File: src/sv/ipv4v_pkg.sv
// ----------------------------------------------------------------------------
// ipv4v_pkg
// shared codes and character helpers for the ipv4 text address validator
// ----------------------------------------------------------------------------
package ipv4v_pkg;

    localparam int unsigned CHAR_W  = 8;
    localparam int unsigned ERR_W   = 3;
    localparam int unsigned ADDR_W  = 32;
    localparam int unsigned OCTET_W = 8;
    localparam int unsigned ACC_W   = 12;

    typedef logic [CHAR_W-1:0]  char_t;
    typedef logic [ERR_W-1:0]   err_t;
    typedef logic [ADDR_W-1:0]  addr_t;
    typedef logic [OCTET_W-1:0] octet_t;
    typedef logic [1:0]         phase_t;
    typedef logic [1:0]         field_idx_t;

    // scan phase codes
    localparam phase_t PH_LEAD  = 2'd0;
    localparam phase_t PH_BODY  = 2'd1;
    localparam phase_t PH_TRAIL = 2'd2;

    // verdict codes
    localparam err_t ERR_OK       = 3'd0;
    localparam err_t ERR_FORMAT   = 3'd1;
    localparam err_t ERR_TOO_BIG  = 3'd2;
    localparam err_t ERR_RANGE    = 3'd3;
    localparam err_t ERR_RESERVED = 3'd4;

    localparam char_t CH_DOT   = 8'd46;
    localparam char_t CH_ZERO  = 8'd48;
    localparam char_t CH_NINE  = 8'd57;
    localparam char_t CH_TAB   = 8'd9;
    localparam char_t CH_CR    = 8'd13;
    localparam char_t CH_SPACE = 8'd32;

    localparam octet_t OCTET_MAX   = 8'd255;
    localparam field_idx_t LAST_FIELD = 2'd3;

    function automatic logic is_ws(input char_t c);
        return ((c >= CH_TAB) && (c <= CH_CR)) || (c == CH_SPACE);
    endfunction

    function automatic logic is_digit(input char_t c);
        return (c >= CH_ZERO) && (c <= CH_NINE);
    endfunction

endpackage

File: src/sv/ipv4_text_address_validator.sv
// ----------------------------------------------------------------------------
// ipv4_text_address_validator
// checks dotted-decimal ipv4 host address text, one character per beat
// ----------------------------------------------------------------------------
// usage:
//   char channel: char_code / last_char with char_valid, char_stall. one
//   character per beat; last_char marks the final character of a text.
//   result channel: is_valid / error_code / address with result_valid,
//   result_stall. one result beat per text, none for other characters.
//   latency: the result beat is shown the cycle after the last character
//   is taken. throughput: one character per cycle while not stalled, set
//   by the single scan state update plus the result register.
//   the char side is stalled only while a result sits in the result
//   register and the receiver stalls it; other cycles take a character
//   even while a result is being handed over.
//   reset clears the scan state and result_valid, not the result payload;
//   after each verdict the scan state returns to its reset values for the next text.
// ----------------------------------------------------------------------------
module ipv4_text_address_validator
(
    input  logic                                clk,
    input  logic                                rst_n,
    input  logic                                char_valid,
    output logic                                char_stall,
    input  logic [ipv4v_pkg::CHAR_W-1:0]        char_code,
    input  logic                                last_char,
    output logic                                result_valid,
    input  logic                                result_stall,
    output logic                                is_valid,
    output logic [ipv4v_pkg::ERR_W-1:0]         error_code,
    output logic [ipv4v_pkg::ADDR_W-1:0]        address
);

    ipv4v_pkg::phase_t     phase_reg, phase_next;
    ipv4v_pkg::field_idx_t field_index_reg, field_index_next;
    ipv4v_pkg::octet_t     field_value_reg, field_value_next;
    logic                  digit_seen_reg, digit_seen_next;
    ipv4v_pkg::addr_t      assembled_reg, assembled_next;
    logic                  format_bad_reg, format_bad_next;
    logic                  too_large_reg, too_large_next;

    logic                  result_valid_reg, result_valid_next;
    logic                  is_valid_reg, is_valid_next;
    ipv4v_pkg::err_t       error_code_reg, error_code_next;
    ipv4v_pkg::addr_t      address_reg, address_next;

    logic                  accept;

    assign char_stall = result_valid_reg && result_stall;
    assign accept     = char_valid && !char_stall;

    // per-character scan update
    always_comb
    begin
        logic [ipv4v_pkg::ACC_W-1:0] acc;
        logic                        body;
        phase_next       = phase_reg;
        field_index_next = field_index_reg;
        field_value_next = field_value_reg;
        digit_seen_next  = digit_seen_reg;
        assembled_next   = assembled_reg;
        format_bad_next  = format_bad_reg;
        too_large_next   = too_large_reg;
        body             = 1'b0;
        acc = {1'b0, field_value_reg, 3'b000} + {3'b000, field_value_reg, 1'b0}
            + {4'd0, char_code - ipv4v_pkg::CH_ZERO};

        if (phase_reg == ipv4v_pkg::PH_LEAD)
        begin
            if (!ipv4v_pkg::is_ws(char_code))
            begin
                phase_next = ipv4v_pkg::PH_BODY;
                body       = 1'b1;
            end
        end
        else if (phase_reg == ipv4v_pkg::PH_BODY)
        begin
            body = 1'b1;
        end
        else if (!ipv4v_pkg::is_ws(char_code))
        begin
            format_bad_next = 1'b1;
        end

        if (body)
        begin
            if (ipv4v_pkg::is_digit(char_code))
            begin
                field_value_next = (acc > {4'd0, ipv4v_pkg::OCTET_MAX}) ?
                                   ipv4v_pkg::OCTET_MAX : acc[ipv4v_pkg::OCTET_W-1:0];
                digit_seen_next  = 1'b1;
            end
            else if (char_code == ipv4v_pkg::CH_DOT)
            begin
                if (!digit_seen_reg || (field_index_reg == ipv4v_pkg::LAST_FIELD))
                begin
                    format_bad_next = 1'b1;
                end
                else
                begin
                    unique case (field_index_reg)
                        2'd0:    assembled_next[31:24] = assembled_reg[31:24] | field_value_reg;
                        2'd1:    assembled_next[23:16] = assembled_reg[23:16] | field_value_reg;
                        2'd2:    assembled_next[15:8]  = assembled_reg[15:8]  | field_value_reg;
                        default: assembled_next[7:0]   = assembled_reg[7:0]   | field_value_reg;
                    endcase
                    if (field_value_reg == ipv4v_pkg::OCTET_MAX)
                    begin
                        too_large_next = 1'b1;
                    end
                    field_index_next = field_index_reg + 2'd1;
                    field_value_next = '0;
                    digit_seen_next  = 1'b0;
                end
            end
            else if (ipv4v_pkg::is_ws(char_code))
            begin
                phase_next = ipv4v_pkg::PH_TRAIL;
            end
            else
            begin
                format_bad_next = 1'b1;
            end
        end
    end

    // verdict on the final character
    always_comb
    begin
        ipv4v_pkg::addr_t addr;
        logic             net_ok;
        logic             local_ok;
        addr = {assembled_next[31:8], assembled_next[7:0] | field_value_next};
        if (!addr[31])
        begin
            net_ok   = addr[31:24] != 8'd0;
            local_ok = (addr[23:0] != 24'd0) && (addr[23:0] != 24'hFFFFFF);
        end
        else if (addr[31:30] == 2'b10)
        begin
            net_ok   = addr[31:16] != 16'd0;
            local_ok = (addr[15:0] != 16'd0) && (addr[15:0] != 16'hFFFF);
        end
        else if (addr[31:29] == 3'b110)
        begin
            net_ok   = addr[31:8] != 24'd0;
            local_ok = (addr[7:0] != 8'd0) && (addr[7:0] != 8'hFF);
        end
        else
        begin
            net_ok   = addr[31:8] != 24'd0;
            local_ok = addr[7:0] != 8'd0;
        end

        address_next = addr;
        if (format_bad_next || (phase_next == ipv4v_pkg::PH_LEAD) ||
            (field_index_next != ipv4v_pkg::LAST_FIELD) || !digit_seen_next)
        begin
            error_code_next = ipv4v_pkg::ERR_FORMAT;
            address_next    = '0;
        end
        else if (too_large_next || (field_value_next == ipv4v_pkg::OCTET_MAX))
        begin
            error_code_next = ipv4v_pkg::ERR_TOO_BIG;
        end
        else if (!(net_ok && local_ok))
        begin
            error_code_next = ipv4v_pkg::ERR_RANGE;
        end
        else if (addr[31:29] == 3'b111)
        begin
            error_code_next = ipv4v_pkg::ERR_RESERVED;
        end
        else
        begin
            error_code_next = ipv4v_pkg::ERR_OK;
        end
        is_valid_next = error_code_next == ipv4v_pkg::ERR_OK;
    end

    always_comb
    begin
        result_valid_next = result_valid_reg && result_stall;
        if (accept && last_char)
        begin
            result_valid_next = 1'b1;
        end
    end

    always_ff @(posedge clk or negedge rst_n)
    begin
        if (!rst_n)
        begin
            phase_reg        <= ipv4v_pkg::PH_LEAD;
            field_index_reg  <= '0;
            field_value_reg  <= '0;
            digit_seen_reg   <= 1'b0;
            assembled_reg    <= '0;
            format_bad_reg   <= 1'b0;
            too_large_reg    <= 1'b0;
            result_valid_reg <= 1'b0;
        end
        else
        begin
            result_valid_reg <= result_valid_next;
            if (accept)
            begin
                if (last_char)
                begin
                    phase_reg       <= ipv4v_pkg::PH_LEAD;
                    field_index_reg <= '0;
                    field_value_reg <= '0;
                    digit_seen_reg  <= 1'b0;
                    assembled_reg   <= '0;
                    format_bad_reg  <= 1'b0;
                    too_large_reg   <= 1'b0;
                end
                else
                begin
                    phase_reg       <= phase_next;
                    field_index_reg <= field_index_next;
                    field_value_reg <= field_value_next;
                    digit_seen_reg  <= digit_seen_next;
                    assembled_reg   <= assembled_next;
                    format_bad_reg  <= format_bad_next;
                    too_large_reg   <= too_large_next;
                end
            end
        end
    end

    // result payload, loaded only when a verdict is taken
    always_ff @(posedge clk)
    begin
        if (accept && last_char)
        begin
            is_valid_reg   <= is_valid_next;
            error_code_reg <= error_code_next;
            address_reg    <= address_next;
        end
    end

    assign result_valid = result_valid_reg;
    assign is_valid     = is_valid_reg;
    assign error_code   = error_code_reg;
    assign address      = address_reg;

endmodule

File: config.mk
export PLATFORM = sky130hd
export DESIGN_NAME = ipv4_text_address_validator
export DESIGN_NICKNAME = d
export VERILOG_FILES = /design/src/sv/ipv4v_pkg.sv /design/src/sv/ipv4_text_address_validator.sv
export SDC_FILE = /design/constraint.sdc
export NUM_CORES = 1
export LEC_CHECK = 0
export BUFFER_PORTS_ARGS = -buffer_cell sky130_fd_sc_hd__buf_4
export CAP_MARGIN = 0
export CORE_ASPECT_RATIO = 0.5
export CORE_MARGIN = 3
export CORE_UTILIZATION = 59
export DETAILED_ROUTE_END_ITERATION = 7
export HOLD_SLACK_MARGIN = 0.05
export PLACE_DENSITY = 0.8
export SETUP_SLACK_MARGIN = 0.4
export SYNTH_ARGS = -nofsm -noshare
export SYNTH_HDL_FRONTEND = slang
export SYNTH_SLANG_ARGS = --single-unit
File: constraint.sdc
create_clock -name clk -period 4.26 [get_ports clk]
set_input_delay 0.426 -clock clk [delete_from_list [all_inputs] [get_ports clk]]
set_output_delay 0.426 -clock clk [all_outputs]
set_load 0.01 [all_outputs]
==> metrics, run 1 <==
status=finished, final reports clean; H-tree depth=3; Worst Skew=0.003217 ns; Cell Area, Placed=5255 um^2; final critical-path share of the clock period=86.88%; Most used DFF post-synth=dfrtp_1; P&R area growth vs syn=18.53%; core area=7597 um^2; share of layout cells above drive strength 1=19.36%; number of DRC markers in iteration 0=528; Routed WL=12.45 mm; Crit Path Class=flip-flop to flip-flop; Critical Path AT=3.87 ns; largest area contributor in the netlist=dfrtp_1; Clock power frac=41.3%; Mapped Avg Cell Area=9.362 um^2; RePlAce Congestion=0.9445; synthesized flop and latch total=84; # IOs=51; # setup viols final=0; Seq/Total Area, Yosys=47.80%; clock sinks=84; Initial Utilization=62.85%; Netlist cell types=62; internal reg-to-reg setup slack=0.56 ns; Nets=597; largest net degree at the start of global routing=49; Max Slew Vio Count=0; Hold Crit Class=input pin to asynchronous set/reset pin; top post-synthesis cells by area=dfrtp_1 25%, edfxtp_1 23%, a21oi_1 8.4%; Critical Path Fanout Max=4; port bufs=50; CTS tree=yes; critical path launch point type=flip-flop; syn_nets=549; Sw Pwr=0.5004 mW; max cap viols=0; DR WL/cell=18.55 um; Die H=69.61 um; Yosys top cell area share=25.16%; RR Startpoint=field_value_reg[1]; grt ovf=0; worst vdd ir=0.0002164 V; Sequential Power Share=45.6%; Synth Cell Area=4775 um^2; Setup TNS Final=0 ns; Crit. End Element=flip-flop; Design Area, Final=5659 um^2; post-synthesis mux area share=0.2358%; r2r endpoint=error_code[2]; DRT antenna net count=0; total CTS buffers=9; Tightest Pin Transition=0.8894 ns; switch share=26.10%; initial antenna violation count=0; vias in the first global route=3860; Synth Warn #=0; internal power component=1.417 mW; Post-synth EDFFs=36; Reg2Reg Depth=14; Initial DRT Pass Iterations=6; Leakage=2.335 nW; endpoints failing hold=0; Avg Vias per Cell=6.371; Vias=4275; worst-skew pair later-pin latency=0.34 ns; CTS clk-pin slew, worst paths=0.06 ns; Synth Area in XOR/XNOR=1.101%; die area=9273 um^2; std cell rows=22; Simple-Gate Fraction of Synth Area=18.71%; Ant. Diodes=0; GRT Total Usage=27.33%; synth cell count leaders=80 x a21oi_1, 80 x nor2_1, 48 x dfrtp_1, 36 x edfxtp_1, 34 x nand2_1; Place WS=0.04659 ns; Comb pwr share=13.1%; clock root buffer=clkbuf_16; pwr dens=338.8 nW/um^2; final setup margin=0.5587 ns; Core Util, Final=74.49%; Max Clock Freq=0.2702 GHz; clk buf depth=2; Compound-Gate Fraction of Synth Area=20.05%; drt drc=0; Worst slew margin=40.71%; ys async rst share=57.14%; DP HPWL=8.585 mm; cells after synthesis=510; Adder-Cell Fraction of Synth Area=7.757%; chip width=133.2 um; RSZ-0062 raised after global routing=no; first-pass GRT wire length=19.96 mm; CP required=4.43 ns; largest family of logic cells by synthesized area=compound AO/OA/AOI/OAI gates; clock period minus worst slack=3.701 ns
area by class of cell:
class	count	area (um^2)
clock buffer	10	229.0
clock inverter	6	71.32
fill	584	1938
inverter	23	86.33
multi-input combinational	377	2379
sequential	84	2282
tap	108	135.1
timing repair buffer	63	476.7
power by group through the flow:
stage	Sequential, mW	Clock (mW)	Combinational (mW)
3_5_place_dp	0.890	0	0.227
3_3_place_gp	0.889	0	0.225
2_1_floorplan	0.898	0	0.133
5_1_grt	0.876	0.834	0.273
4_1_cts	0.874	0.795	0.231
6_report	0.874	0.791	0.252
how the worst max path moves through the flow:
stage / start / end / cells after the start
2_1_floorplan: field_value_reg[2] / error_code[0] / 15
3_3_place_gp: char_code[4] / is_valid / 14
3_5_place_dp: char_code[4] / is_valid / 14
4_1_cts: field_value_reg[0] / is_valid / 13
5_1_grt: field_value_reg[0] / error_code[1] / 14
6_report: field_value_reg[1] / error_code[2] / 14
placed cells by master, fill, tap and decap left out, types with 4 or more instances in the layout:
| master | Yosys | layout |
|---|---|---|
| a21oi_1 | 80 | 79 |
| a31oi_1 | 5 | 4 |
| and2_1 | 5 | 4 |
| buf_4 | 3 | 62 |
| clkbuf_16 | 0 | 9 |
| dfrtp_1 | 48 | 48 |
| edfxtp_1 | 36 | 36 |
| fa_1 | 6 | 5 |
| ha_1 | 20 | 19 |
| inv_1 | 23 | 23 |
| nand2_1 | 34 | 33 |
| nand3_1 | 10 | 10 |
| nand4_1 | 5 | 5 |
| nor2_1 | 80 | 80 |
| nor3_1 | 11 | 11 |
| nor4_1 | 7 | 7 |
| o211ai_1 | 4 | 4 |
| o21ai_0 | 30 | 27 |
| o21ai_1 | 2 | 5 |
| o22ai_1 | 5 | 5 |
| o31ai_1 | 5 | 4 |
| or4_1 | 7 | 7 |
per-layer routing:
layer | part of all wire, % | GRT usage (%) | vias up
met4 | 1.8 | 8.210 | 0
met2 | 45 | 40.96 | 257
met1 | 43 | 39.97 | 2033
li1 | - | - | 1954
met5 | 0 | 0 | -
met3 | 10 | 6.159 | 31
worst max-delay path, cell delays in order, from the launching register on:
cell	delay, ns
dfrtp_1	0.44
ha_1	0.31
ha_1	0.20
inv_1	0.08
fa_2	0.43
nor2b_2	0.16
o2111ai_2	0.15
a2111oi_2	0.34
o221a_2	0.32
and2_4	0.19
a31oi_4	0.09
o211ai_1	0.19
o21ai_1	0.11
or4_1	0.40
nor3_1	0.13
cell families after synthesis:
family	Yosys count
xor gates and xnor gates	6
and+or+nand+nor	184
DFF	84
adders and majority gates	26
muxes	1
buffers and inverters	49
AOI/OAI and AO/OA	160
repair_timing:
| action | in CTS | in global routing |
|---|---|---|
| hold buffers | 0 | 0 |
| setup buffers | 0 | 1 |
| gates resized for setup | 6 | 17 |
| pin swaps | 1 | 14 |
| endpoints found under the setup margin | 4 | 4 |
per-stage QoR:
| step | power [mW] | instances | hold WS (ns) |
|---|---|---|---|
| detailed placement | 1.117 | 654 | 0.4837 |
| floorplan | 1.031 | 510 | 0.1304 |
| finish | 1.917 | 671 | 0.09166 |
| global placement | 1.114 | 654 | 0.4803 |
| global route | 1.984 | 671 | 0.1356 |
| CTS | 1.901 | 670 | 0.1155 |
Note: power is estimated with default switching activity, not from simulation.
==> inputs of run 2 (changes only) <==
- CORE_ASPECT_RATIO: 0.5 -> default
==> run 2 against run 1 <==
  * Cell area is 0.24% lower
  * Clock power is 14% lower
  * Cell count is 0.45% lower
  * Critical endpoint is now error_code[0]
  * Largest cell class unchanged
  * Largest power group unchanged
==> metrics, run 2 (synthesized netlist as in run 1, its figures left out) <==
Critical Path Fanout Max=7; crit-path cells=inv_1, fa_1, inv_1, ha_1, a211oi_2, o21bai_1, a21oi_2, buf_4, buf_4, o221a_2, nand2_1, buf_4, a21oi_1, o21ai_0, nand3_1, o31ai_2, o21bai_1; critical path launch point type=flip-flop; Hold Crit Class=input pin to asynchronous set/reset pin; P&R area growth vs syn=18.24%; vias in the first global route=3982; final critical-path share of the clock period=88.25%; Vias=4276; Routed WL=12.83 mm; grt ovf=0; hold_buf cts=0; std cell rows=32; max cap viols=0; DR WL/cell=19.20 um; chip width=95.96 um; DRT antenna net count=0; Worst Skew=0.01271 ns; Crit Path Class=flip-flop to flip-flop; Nets=600; Setup TNS Final=0 ns; Reg2Reg Depth=17; drt drc=0; RSZ-0062 raised after global routing=yes; cell mode on critical path=buf_4; clock period minus worst slack=3.760 ns; first-pass GRT wire length=20.49 mm; most common cell after layout, fill and taps aside=nor2_1; Core Util, Final=72.31%; Max Clock Freq=0.2660 GHz; worst-skew pair later-pin latency=0.36 ns; DP HPWL=9.190 mm; clock sinks=84; # IOs=51; Place WS=0.1011 ns; Initial Utilization=61.15%; r2r endpoint=error_code[0]; initial antenna violation count=0; clk buf depth=2; pwr dens=321.0 nW/um^2; H-tree depth=3; port bufs=50; Worst slew margin=39.24%; die area=9208 um^2; final setup margin=0.5005 ns; RR Startpoint=field_value_reg[2]; number of DRC markers in iteration 0=524; Crit. End Element=flip-flop; Max Slew Vio Count=0; largest net degree at the start of global routing=49; CTS clk-pin slew, worst paths=0.08 ns; CP required=4.36 ns; GRT Total Usage=29.25%; CTS tree=yes; Critical Path AT=3.86 ns; # setup viols final=0; CP peak stage delay=0.61 ns; most frequent cells in the layout=80 x nor2_1, 78 x a21oi_1, 65 x buf_4, 48 x dfrtp_1, 36 x edfxtp_1; total CTS buffers=9; RePlAce Congestion=0.9928; Leakage=2.333 nW; Ant. Diodes=0; Hold Slack=0.07627 ns; clock root buffer=clkbuf_8; Initial DRT Pass Iterations=6; status=finished, final reports clean; share of layout cells above drive strength 1=20.14%; Tightest Pin Transition=0.9114 ns; Die H=95.96 um; endpoints failing hold=0; Avg Vias per Cell=6.401; worst vdd ir=0.0002117 V; slowest library cell on the worst path=fa_1; internal reg-to-reg setup slack=0.50 ns; core area=7807 um^2
[run 2: cell types whose count changed in the layout (fill, tap and decap cells not counted), moves of 2 or more]
| cell | previous run | this run |
|---|---|---|
| clkbuf_16 | 9 | 0 |
| clkbuf_8 | 0 | 9 |
| buf_4 | 62 | 65 |
| bufinv_16 | 1 | 3 |
| clkinvlp_4 | 2 | 0 |
| inv_6 | 3 | 1 |
[run 2: worst max-delay path by stage]
stage,start,end,slack [ns],cells past startpoint
3_5_place_dp,char_code[3],is_valid,0.10,15
3_3_place_gp,char_code[3],error_code[0],0.22,16
5_1_grt,field_value_reg[2],is_valid,0.29,17
2_1_floorplan,field_value_reg[2],error_code[0],0.44,15
6_report,field_value_reg[2],error_code[0],0.50,17
4_1_cts,field_value_reg[2],is_valid,0.40,13
[run 2: per-layer routing]
metal  vias to the layer above  GRT usage (%)  part of all wire, %
met2                       253          45.05                   47
met1                      2036          42.37                   41
met3                        36          6.177                   10
met4                         0          7.464                  2.2
met5                         -              0                    0
li1                       1951              -                    -
[run 2: cell type report]
class	count	area [um^2]
clock buffer	10	127.6
fill	572	2162
inverter	23	86.33
multi-input combinational	377	2402
tap	102	127.6
clock inverter	6	111.4
timing repair buffer	66	508.0
sequential	84	2282
[run 2: repair_timing]
item | 4_1_cts | 5_1_grt
resized for setup | 5 | 20
pin swaps | 0 | 13
buffers inserted | 0 | 1
hold endpoints to repair | 0 | 0
setup endpoints to repair | 4 | 4
[run 2: where the power goes]
group          internal, mW  switching (mW)  total [mW]
clock                 0.391           0.286       0.677
combinational        0.0981           0.163       0.261
sequential            0.863          0.0108       0.874
[run 2: worst max-delay path, delay by kind of cell (launching register included)]
family,cells,cell delay (ns)
buf+inv,5,0.60
compound gates,8,1.39
flops,1,0.37
simple gates,2,0.24
fa+ha+maj,2,0.90
[run 2: metrics by stage]
stage / instances / total power [mW] / area, um^2
after floorplan: 510 / 1.031 / 4777
after global placement: 651 / 1.120 / 5283
after detailed placement: 651 / 1.124 / 5283
after CTS: 667 / 1.794 / 5533
after global routing: 668 / 1.882 / 5645
final: 668 / 1.812 / 5645
